### config.mk
export PLATFORM = sky130hd
export DESIGN_NAME = i2c_master_bit_engine
export DESIGN_NICKNAME = d
export VERILOG_FILES = /design/src/rtl/ibe_pkg.sv /design/src/rtl/i2c_master_bit_engine.sv /design/src/rtl/ibe_front.sv /design/src/rtl/ibe_fifo.sv /design/src/rtl/ibe_back.sv
export VERILOG_INCLUDE_DIRS = /design/src /design/src/rtl
export SDC_FILE = /design/constraint.sdc
export NUM_CORES = 1
export LEC_CHECK = 0
export BUFFER_PORTS_ARGS = -buffer_cell sky130_fd_sc_hd__buf_2
export CORE_MARGIN = 1
export CORE_UTILIZATION = 50
export DETAILED_ROUTE_END_ITERATION = 8
export GPL_ROUTABILITY_DRIVEN = 1
export PLACE_DENSITY_LB_ADDON = 0.05
export SYNTH_ARGS = -nofsm -noshare
export SYNTH_HDL_FRONTEND = slang
export SYNTH_SLANG_ARGS = --single-unit
export TNS_END_PERCENT = 20
### constraint.sdc
create_clock -name clk_i -period 5.83 [get_ports clk_i]
set_input_delay 0.2915 -clock clk_i [delete_from_list [all_inputs] [get_ports clk_i]]
set_output_delay 0.2915 -clock clk_i [all_outputs]
set_load 0.1 [all_outputs]
### src/rtl/i2c_master_bit_engine_defines.svh
// Assertion macros for the I2C master bit engine.
// Taken in by the top level; no other dependencies.
`ifndef I2C_MASTER_BIT_ENGINE_DEFINES_SVH
`define I2C_MASTER_BIT_ENGINE_DEFINES_SVH

// Same-cycle implication, checked out of reset.
`define IBE_ASSERT_IMPL(label, clk, rst_n, ante, cons) \
  label: assert property (@(posedge clk) disable iff (!rst_n) (ante) |-> (cons)) \
    else $error("i2c bit engine: same-cycle check failed");

// Next-cycle implication, checked out of reset.
`define IBE_ASSERT_NEXT(label, clk, rst_n, ante, cons) \
  label: assert property (@(posedge clk) disable iff (!rst_n) (ante) |=> (cons)) \
    else $error("i2c bit engine: next-cycle check failed");

`endif

### src/rtl/ibe_pkg.sv
// Shared types and constants for the I2C master bit engine.
// No dependencies.
`default_nettype none

package ibe_pkg;

  typedef enum logic [2:0] {
    CMD_NONE  = 3'd0,
    CMD_START = 3'd1,
    CMD_STOP  = 3'd2,
    CMD_WRITE = 3'd3,
    CMD_READ  = 3'd4
  } cmd_e;

  localparam logic [2:0]  KIND_MAX          = 3'd4;
  localparam logic [15:0] HALF_PERIOD_RESET = 16'd5;
  localparam logic [3:0]  BITS_PER_BYTE     = 4'd8;

  // One classified tick as it travels through the queue.
  typedef struct packed {
    cmd_e       cmd;
    logic [7:0] data_byte;
    logic       ack_bit;
    logic       sda_in;
  } item_t;

  typedef struct packed {
    logic full;
    logic empty;
  } fifo_status_t;

  typedef struct packed {
    logic       scl_out;
    logic       sda_out;
    logic       busy_res;
    logic       done_res;
    logic [7:0] read_data;
    logic       nack_seen;
    logic       rejected;
  } result_t;

endpackage

`default_nettype wire

### src/rtl/i2c_master_bit_engine.sv
// I2C master bit engine: one result per tick, open-drain SCL/SDA levels.
// An input transfer is written into the queue, then a sequencer step registers the result.
// Throughput one tick per cycle while results are taken; a stalled output holds the sequencer.
// Asynchronous active-low reset: line state released (the result register is not reset),
// sequencer idle, queue empty, half period back to five ticks.
`default_nettype none
`include "i2c_master_bit_engine_defines.svh"

module i2c_master_bit_engine #(
  parameter int DELAY_WIDTH = 16,
  parameter int QUEUE_DEPTH = 2
) (
  input  wire logic        clk_i,
  input  wire logic        rst_ni,
  input  wire logic        cfg_we_i,
  input  wire logic [15:0] cfg_wdata_i,
  input  wire logic        in_valid_i,
  output logic             in_ready_o,
  input  wire logic [2:0]  kind_i,
  input  wire logic [7:0]  data_byte_i,
  input  wire logic        ack_bit_i,
  input  wire logic        sda_in_i,
  output logic             out_valid_o,
  input  wire logic        out_ready_i,
  output logic             scl_out_o,
  output logic             sda_out_o,
  output logic             busy_res_o,
  output logic             done_res_o,
  output logic [7:0]       read_data_o,
  output logic             nack_seen_o,
  output logic             rejected_o
);
  import ibe_pkg::*;

  logic [15:0]  half_period_q;
  fifo_status_t fifo_st;
  item_t        front_item;
  item_t        queue_item;
  logic         fifo_push;
  logic         fifo_pop;
  result_t      res;

  always_ff @(posedge clk_i or negedge rst_ni) begin
    if (!rst_ni) begin
      half_period_q <= HALF_PERIOD_RESET;
    end else if (cfg_we_i) begin
      half_period_q <= cfg_wdata_i;
    end
  end

  ibe_front u_front (
    .in_valid_i  (in_valid_i),
    .in_ready_o  (in_ready_o),
    .kind_i      (kind_i),
    .data_byte_i (data_byte_i),
    .ack_bit_i   (ack_bit_i),
    .sda_in_i    (sda_in_i),
    .fifo_st_i   (fifo_st),
    .push_o      (fifo_push),
    .item_o      (front_item)
  );

  ibe_fifo #(
    .DEPTH (QUEUE_DEPTH)
  ) u_fifo (
    .clk_i  (clk_i),
    .rst_ni (rst_ni),
    .push_i (fifo_push),
    .item_i (front_item),
    .pop_i  (fifo_pop),
    .item_o (queue_item),
    .st_o   (fifo_st)
  );

  ibe_back #(
    .DELAY_WIDTH (DELAY_WIDTH)
  ) u_back (
    .clk_i         (clk_i),
    .rst_ni        (rst_ni),
    .half_period_i (half_period_q),
    .item_i        (queue_item),
    .item_valid_i  (!fifo_st.empty),
    .pop_o         (fifo_pop),
    .out_ready_i   (out_ready_i),
    .out_valid_o   (out_valid_o),
    .res_o         (res)
  );

  assign scl_out_o   = res.scl_out;
  assign sda_out_o   = res.sda_out;
  assign busy_res_o  = res.busy_res;
  assign done_res_o  = res.done_res;
  assign read_data_o = res.read_data;
  assign nack_seen_o = res.nack_seen;
  assign rejected_o  = res.rejected;

  `IBE_ASSERT_IMPL(a_done_not_busy, clk_i, rst_ni, out_valid_o && done_res_o, !busy_res_o)
  `IBE_ASSERT_IMPL(a_no_overflow, clk_i, rst_ni, fifo_push && fifo_st.full, fifo_pop)
  `IBE_ASSERT_IMPL(a_no_pop_stalled, clk_i, rst_ni, out_valid_o && !out_ready_i, !fifo_pop)
  `IBE_ASSERT_NEXT(a_pop_gives_result, clk_i, rst_ni, fifo_pop, out_valid_o)

endmodule

`default_nettype wire

### src/rtl/ibe_front.sv
// Front end: accepts ticks and classifies the command kind.
// Depends on ibe_pkg.
`default_nettype none

module ibe_front (
  input  wire logic                 in_valid_i,
  output logic                      in_ready_o,
  input  wire logic [2:0]           kind_i,
  input  wire logic [7:0]           data_byte_i,
  input  wire logic                 ack_bit_i,
  input  wire logic                 sda_in_i,
  input  wire ibe_pkg::fifo_status_t fifo_st_i,
  output logic                      push_o,
  output ibe_pkg::item_t            item_o
);
  import ibe_pkg::*;

  assign in_ready_o = !fifo_st_i.full;
  assign push_o     = in_valid_i && !fifo_st_i.full;

  // Unused kind codes travel as plain ticks.
  always_comb begin
    item_o.cmd       = (kind_i <= KIND_MAX) ? cmd_e'(kind_i) : CMD_NONE;
    item_o.data_byte = data_byte_i;
    item_o.ack_bit   = ack_bit_i;
    item_o.sda_in    = sda_in_i;
  end

endmodule

`default_nettype wire

### src/rtl/ibe_fifo.sv
// Short queue between the front end and the bus sequencer.
// Depends on ibe_pkg.
`default_nettype none

module ibe_fifo #(
  parameter int DEPTH = 2
) (
  input  wire logic           clk_i,
  input  wire logic           rst_ni,
  input  wire logic           push_i,
  input  wire ibe_pkg::item_t item_i,
  input  wire logic           pop_i,
  output ibe_pkg::item_t      item_o,
  output ibe_pkg::fifo_status_t st_o
);
  import ibe_pkg::*;

  localparam int PTR_W = (DEPTH > 1) ? $clog2(DEPTH) : 1;
  localparam int CNT_W = $clog2(DEPTH + 1);

  item_t            mem_q [DEPTH];
  logic [PTR_W-1:0] wr_ptr_q, wr_ptr_d;
  logic [PTR_W-1:0] rd_ptr_q, rd_ptr_d;
  logic [CNT_W-1:0] count_q, count_d;

  assign st_o.full  = (count_q == CNT_W'(DEPTH));
  assign st_o.empty = (count_q == '0);
  assign item_o     = mem_q[rd_ptr_q];

  always_comb begin
    wr_ptr_d = wr_ptr_q;
    rd_ptr_d = rd_ptr_q;
    count_d  = count_q;
    if (push_i) begin
      wr_ptr_d = (wr_ptr_q == PTR_W'(DEPTH - 1)) ? '0 : wr_ptr_q + 1'b1;
    end
    if (pop_i) begin
      rd_ptr_d = (rd_ptr_q == PTR_W'(DEPTH - 1)) ? '0 : rd_ptr_q + 1'b1;
    end
    if (push_i && !pop_i) begin
      count_d = count_q + 1'b1;
    end else if (pop_i && !push_i) begin
      count_d = count_q - 1'b1;
    end
  end

  always_ff @(posedge clk_i or negedge rst_ni) begin
    if (!rst_ni) begin
      wr_ptr_q <= '0;
      rd_ptr_q <= '0;
      count_q  <= '0;
    end else begin
      wr_ptr_q <= wr_ptr_d;
      rd_ptr_q <= rd_ptr_d;
      count_q  <= count_d;
    end
  end

  always_ff @(posedge clk_i) begin
    if (push_i) begin
      mem_q[wr_ptr_q] <= item_i;
    end
  end

endmodule

`default_nettype wire

### src/rtl/ibe_back.sv
// Back end: bus phase sequencer, one queued tick per step, with output register.
// Depends on ibe_pkg.
`default_nettype none

module ibe_back #(
  parameter int DELAY_WIDTH = 16
) (
  input  wire logic          clk_i,
  input  wire logic          rst_ni,
  input  wire logic [15:0]   half_period_i,
  input  wire ibe_pkg::item_t item_i,
  input  wire logic          item_valid_i,
  output logic               pop_o,
  input  wire logic          out_ready_i,
  output logic               out_valid_o,
  output ibe_pkg::result_t   res_o
);
  import ibe_pkg::*;

  typedef enum logic [3:0] {
    PH_IDLE, PH_START_A, PH_START_B, PH_STOP_A, PH_STOP_B,
    PH_BIT_HIGH, PH_BIT_LOW, PH_ACK_HIGH, PH_ACK_LOW
  } phase_e;

  phase_e                 phase_q, phase_d;
  logic [3:0]             bit_idx_q, bit_idx_d;
  logic [7:0]             shift_q, shift_d;
  logic [DELAY_WIDTH-1:0] delay_q, delay_d;
  cmd_e                   act_q, act_d;
  logic                   scl_q, scl_d;
  logic                   sda_q, sda_d;
  logic                   nack_q, nack_d;
  logic                   ack_send_q, ack_send_d;
  logic [7:0]             rd_hold_q, rd_hold_d;
  logic                   out_valid_q;
  result_t                res_q, res_d;

  logic [DELAY_WIDTH+15:0] hp_ext;
  logic [DELAY_WIDTH-1:0]  dly_load;
  logic [DELAY_WIDTH-1:0]  dly_dec;
  logic [3:0]              bit_inc;
  logic                    is_cmd;
  logic                    done;
  logic                    rej;

  // Mask the half period to the counter width; zero counts as one tick.
  assign hp_ext   = {{DELAY_WIDTH{1'b0}}, half_period_i};
  assign dly_load = (hp_ext[DELAY_WIDTH-1:0] == '0) ? DELAY_WIDTH'(1)
                                                    : hp_ext[DELAY_WIDTH-1:0];
  assign dly_dec  = (delay_q != '0) ? delay_q - 1'b1 : delay_q;
  assign bit_inc  = bit_idx_q + 1'b1;
  assign is_cmd   = (item_i.cmd != CMD_NONE);

  assign pop_o       = item_valid_i && (!out_valid_q || out_ready_i);
  assign out_valid_o = out_valid_q;
  assign res_o       = res_q;

  always_comb begin
    phase_d    = phase_q;
    bit_idx_d  = bit_idx_q;
    shift_d    = shift_q;
    delay_d    = delay_q;
    act_d      = act_q;
    scl_d      = scl_q;
    sda_d      = sda_q;
    nack_d     = nack_q;
    ack_send_d = ack_send_q;
    rd_hold_d  = rd_hold_q;
    done       = 1'b0;
    rej        = 1'b0;

    if (phase_q != PH_IDLE) begin
      rej     = is_cmd;
      delay_d = dly_dec;
      if (dly_dec == '0) begin
        unique case (phase_q)
          PH_START_A: begin
            phase_d = PH_START_B;
            scl_d   = 1'b1;
            sda_d   = 1'b0;
            delay_d = dly_load;
          end
          PH_START_B: begin
            scl_d = 1'b0;
            done  = 1'b1;
          end
          PH_STOP_A: begin
            phase_d = PH_STOP_B;
            scl_d   = 1'b1;
            sda_d   = 1'b1;
            delay_d = dly_load;
          end
          PH_STOP_B: begin
            done = 1'b1;
          end
          PH_BIT_HIGH: begin
            if (act_q == CMD_READ) begin
              shift_d = {shift_q[6:0], item_i.sda_in};
            end
            phase_d = PH_BIT_LOW;
            scl_d   = 1'b0;
            delay_d = dly_load;
          end
          PH_BIT_LOW: begin
            if (act_q == CMD_WRITE) begin
              shift_d = {shift_q[6:0], 1'b0};
            end
            bit_idx_d = bit_inc;
            scl_d     = 1'b1;
            delay_d   = dly_load;
            if (bit_inc < BITS_PER_BYTE) begin
              phase_d = PH_BIT_HIGH;
              sda_d   = (act_q == CMD_WRITE) ? shift_q[6] : 1'b1;
            end else begin
              phase_d = PH_ACK_HIGH;
              sda_d   = (act_q == CMD_WRITE) ? 1'b1 : ack_send_q;
            end
          end
          PH_ACK_HIGH: begin
            if (act_q == CMD_WRITE) begin
              nack_d = item_i.sda_in;
            end
            phase_d = PH_ACK_LOW;
            scl_d   = 1'b0;
            delay_d = dly_load;
          end
          PH_ACK_LOW: begin
            if (act_q == CMD_READ) begin
              rd_hold_d = shift_q;
            end
            done = 1'b1;
          end
          default: begin
            done = 1'b1;
          end
        endcase
        if (done) begin
          phase_d = PH_IDLE;
          delay_d = '0;
        end
      end
    end else if (is_cmd) begin
      act_d     = item_i.cmd;
      bit_idx_d = '0;
      scl_d     = 1'b1;
      delay_d   = dly_load;
      unique case (item_i.cmd)
        CMD_START: begin
          phase_d = PH_START_A;
          sda_d   = 1'b1;
        end
        CMD_STOP: begin
          phase_d = PH_STOP_A;
          sda_d   = 1'b0;
        end
        CMD_WRITE: begin
          phase_d = PH_BIT_HIGH;
          shift_d = item_i.data_byte;
          sda_d   = item_i.data_byte[7];
        end
        default: begin
          phase_d    = PH_BIT_HIGH;
          shift_d    = '0;
          ack_send_d = item_i.ack_bit;
          sda_d      = 1'b1;
        end
      endcase
    end

    res_d.scl_out   = scl_d;
    res_d.sda_out   = sda_d;
    res_d.busy_res  = (phase_d != PH_IDLE);
    res_d.done_res  = done;
    res_d.read_data = rd_hold_d;
    res_d.nack_seen = nack_d;
    res_d.rejected  = rej;
  end

  always_ff @(posedge clk_i or negedge rst_ni) begin
    if (!rst_ni) begin
      phase_q     <= PH_IDLE;
      bit_idx_q   <= '0;
      shift_q     <= '0;
      delay_q     <= '0;
      act_q       <= CMD_NONE;
      scl_q       <= 1'b1;
      sda_q       <= 1'b1;
      nack_q      <= 1'b0;
      ack_send_q  <= 1'b0;
      rd_hold_q   <= '0;
      out_valid_q <= 1'b0;
    end else begin
      if (pop_o) begin
        phase_q    <= phase_d;
        bit_idx_q  <= bit_idx_d;
        shift_q    <= shift_d;
        delay_q    <= delay_d;
        act_q      <= act_d;
        scl_q      <= scl_d;
        sda_q      <= sda_d;
        nack_q     <= nack_d;
        ack_send_q <= ack_send_d;
        rd_hold_q  <= rd_hold_d;
      end
      // Hold the result until taken; refill on the same edge it leaves.
      if (pop_o) begin
        out_valid_q <= 1'b1;
      end else if (out_ready_i) begin
        out_valid_q <= 1'b0;
      end
    end
  end

  always_ff @(posedge clk_i) begin
    if (pop_o) begin
      res_q <= res_d;
    end
  end

endmodule

`default_nettype wire
==> impl_metrics.ini <==
[timing]
finalHoldViolCount = 0
fin_crit_sh_pct = 70.8
skew_ns = 0.0114
setup_viol = 0
worstMarginPinSlew_ns = 1.12
finalMaxSlewViolations = 0
whs_ns = 0.0948
period_needed_ns = 4.13
rsz0062_at_grt = no
tns_ns = 0
max_freq_ghz = 0.242
max_slew_margin_pct = 25.3

[cells_and_area]
syn_to_final_growth_pct = 10.5
nets = 570
post-route-util_pct = 57.3
fillers = 922
drive_gt1_share_pct = 19.5
seq_area_mm2 = 0.00291
diodes = 0
multi_input_area_mm2 = 0.00236

[placed_design]
io_buffers = 49
gp_congestion = 0.918
dp_hpwl_mm = 8.30

[floorplanning]
core_area_mm2 = 0.0104
rows = 37
die_area_mm2 = 0.0112
die_x_um = 106
die_h_um = 106
io_pins = 50
initial_core_util_pct = 51.8

[flow_run]
cap_violations = 0

[synth]
ys_async_sr_fraction_pct = 63.0
ys_types = 60
synth-edff-count = 40
yosysTopAreaCell = dfrtp_1
ys_warn_count = 0
avgSynthCellArea_um2 = 11.1
synthTopCellsByArea = dfrtp_1, edfxtp_1, mux2_2
syn_inst = 487
synth_top_area_share_pct = 29.7
ys_top_cells_by_count = dfrtp_1, nand2_1, edfxtp_1, nor2_1, mux2_2
synth.net_count = 524
yosys_most_used_dff = dfrtp_1
ys_seq_area_share_pct = 53.9
ys_ff_latch = 108
synth_most_common_cell = dfrtp_1
syn_area_mm2 = 0.00540

[pwr]
ir_drop_mv = 0.299
p_per_area_mw_per_mm2 = 424
power.total_mw = 2.53
leakage_nw = 2.47

[clock_tree]
clk_path_buf_depth = 2
clock_sinks = 108
ctsHoldBuffers = 0
cts_root_buf = clkbuf_8
worst_skew_pair.late_latency_ns = 0.37
cts_tree = done
h-tree-depth = 3
cts_made_buffers = 9
clk_pin_slew_ns = 0.11
cts_resized = 0
post_cts_buffers = 0

[drt]
drt-total-wl_mm = 11.9
via_count = 3951
avgRoutedWirePerCell_um = 17.6
via_per_inst = 5.86
drc = 0
first_pass_iters = 5
drt_iter0_drc = 369
ant_nets = 0

[worst_setup_path]
cpMaxStageDelayCell = nor3_1
crit_required_ns = 6.09
crit_path_start_kind = flip-flop
cp_max_fo = 14
ff2ff_path_depth = 11
rrSetupSlack_ns = 1.70
cpPeakStageDelay_ns = 0.61
r2r-start = u_back.delay_q[0]
r2r-end = u_back.rd_hold_q[1]
crit_arrival_ns = 4.38
path_class = reg -> reg
crit_chain = inv_1 -> ha_1 -> or3b_1 -> nor3_1 -> o22ai_1 -> nand3b_1 -> nor4_4 -> buf_4 -> nand4_4 -> nor2_4 -> mux2_1
endpoint_kind = flip-flop

[global_route]
grt-ovfl-total = 0
antenna_found_initial = 0
gr-usage-all-layers_pct = 23.3
grt_first_pass_wirelength_mm = 20.1
first_global_vias = 3797
grt_max_degree = 69

[outcome]
status = finished clean

[min_path]
hold_class = in -> async
[state kept, by name, indices dropped and copies added, names as in the netlist]
signal / flops
u_back.res_o: 14
u_fifo.rd_ptr_q: 1
u_back.delay_q: 16
u_back.shift_q: 8
u_fifo.count_q: 2
u_back.phase_q: 4
u_back.scl_q: 1
u_back.sda_q: 1
u_back.bit_idx_q: 4
u_back.ack_send_q: 1
u_back.rd_hold_q: 8
u_fifo.mem_q: 26
u_back.act_q: 3
half_period_q: 16
u_fifo.wr_ptr_q: 1
u_back.nack_q: 1
u_back.out_valid_o: 1
[per-stage QoR]
stage	instances	area [um2]	worst slack [ns]
4_1_cts	674	5960	1.77
2_1_floorplan	487	5400	2.41
3_5_place_dp	658	5780	1.80
3_3_place_gp	658	5780	1.83
6_report	674	5960	1.70
5_1_grt	674	5960	1.51
[report_power, final]
| group | switching [mW] | leakage [nW] | total (mW) | internal [mW] |
|---|---|---|---|---|
| registers | 0.185 | 1.23 | 1.16 | 0.970 |
| logic | 0.643 | 1.15 | 0.943 | 0.299 |
| clock network | 0.267 | 0.0998 | 0.430 | 0.163 |
[layer usage]
metal	part of all wire (%)	wire, um	vias up	GRT usage [%]
met3	6.8	811	11	5.21
met5	0	0	-	0
met2	43	5050	143	33.3
met4	1.1	125	0	7.14
met1	49	5870	1889	35.2
li1	-	-	1908	-
[kinds of logic (layout without fill, tap and decap cells)]
kind of cell    after synthesis  after routing  share of synthesized area [%]
compound gates               92             92                           11.3
xor+xnor                     11             11                           1.79
fa+ha+maj                     3              3                          0.696
buf+inv                      31             82                           2.43
flops                       108            108                           53.9
mux                          61             61                           12.3
simple gates                181            181                           17.6
[critical path: cells and delay by family (launching register included)]
kind | cells | cell delay, ns
adders and majority gates | 1 | 0.25
muxes | 1 | 0.36
AOI/OAI and AO/OA | 1 | 0.18
and+or+nand+nor | 6 | 2.32
buffers and inverters | 2 | 0.41
DFF | 1 | 0.48
[worst max path at each step]
stage / startpoint / to / cells past startpoint
3_5_place_dp: u_back.delay_q[0] / u_back.rd_hold_q[3] / 11
4_1_cts: u_back.delay_q[0] / u_back.rd_hold_q[1] / 11
5_1_grt: u_back.delay_q[0] / u_back.rd_hold_q[1] / 11
2_1_floorplan: u_back.delay_q[0] / u_back.res_o[11] / 13
6_report: u_back.delay_q[0] / u_back.rd_hold_q[1] / 11
3_3_place_gp: u_back.delay_q[0] / u_back.delay_q[12] / 10
[layout make-up]
| cell class | instances | area share, % |
|---|---|---|
| flip-flops and latches | 108 | 48.8 |
| multi-input cells | 348 | 39.6 |
| repair buffers | 56 | 4.99 |
| well taps | 136 | 2.85 |
| clock buffers | 9 | 2.08 |
| clock inverters | 7 | 1.07 |
| inverters | 10 | 0.629 |
[layout by cell type, fill, tap and decap left out, drive strengths merged, types with 4 or more instances in the layout]
master and count:
mux2i 18, nand3b 5, nand2 45, mux2 43
nor3 20, a221o 6, dfrtp 64, nor3b 6
edfxtp 40, or3 8, nor2b 7, or4 4
xnor2 6, a21oi 17, dfstp 4, nor2 42
xor2 5, buf 56, nand3 12, a31oi 5
nor4 11, clkinv 5, clkbuf 9, nand2b 10
o21ai 30, inv 12, o31ai 4
(Power assumes the default switching activity.)
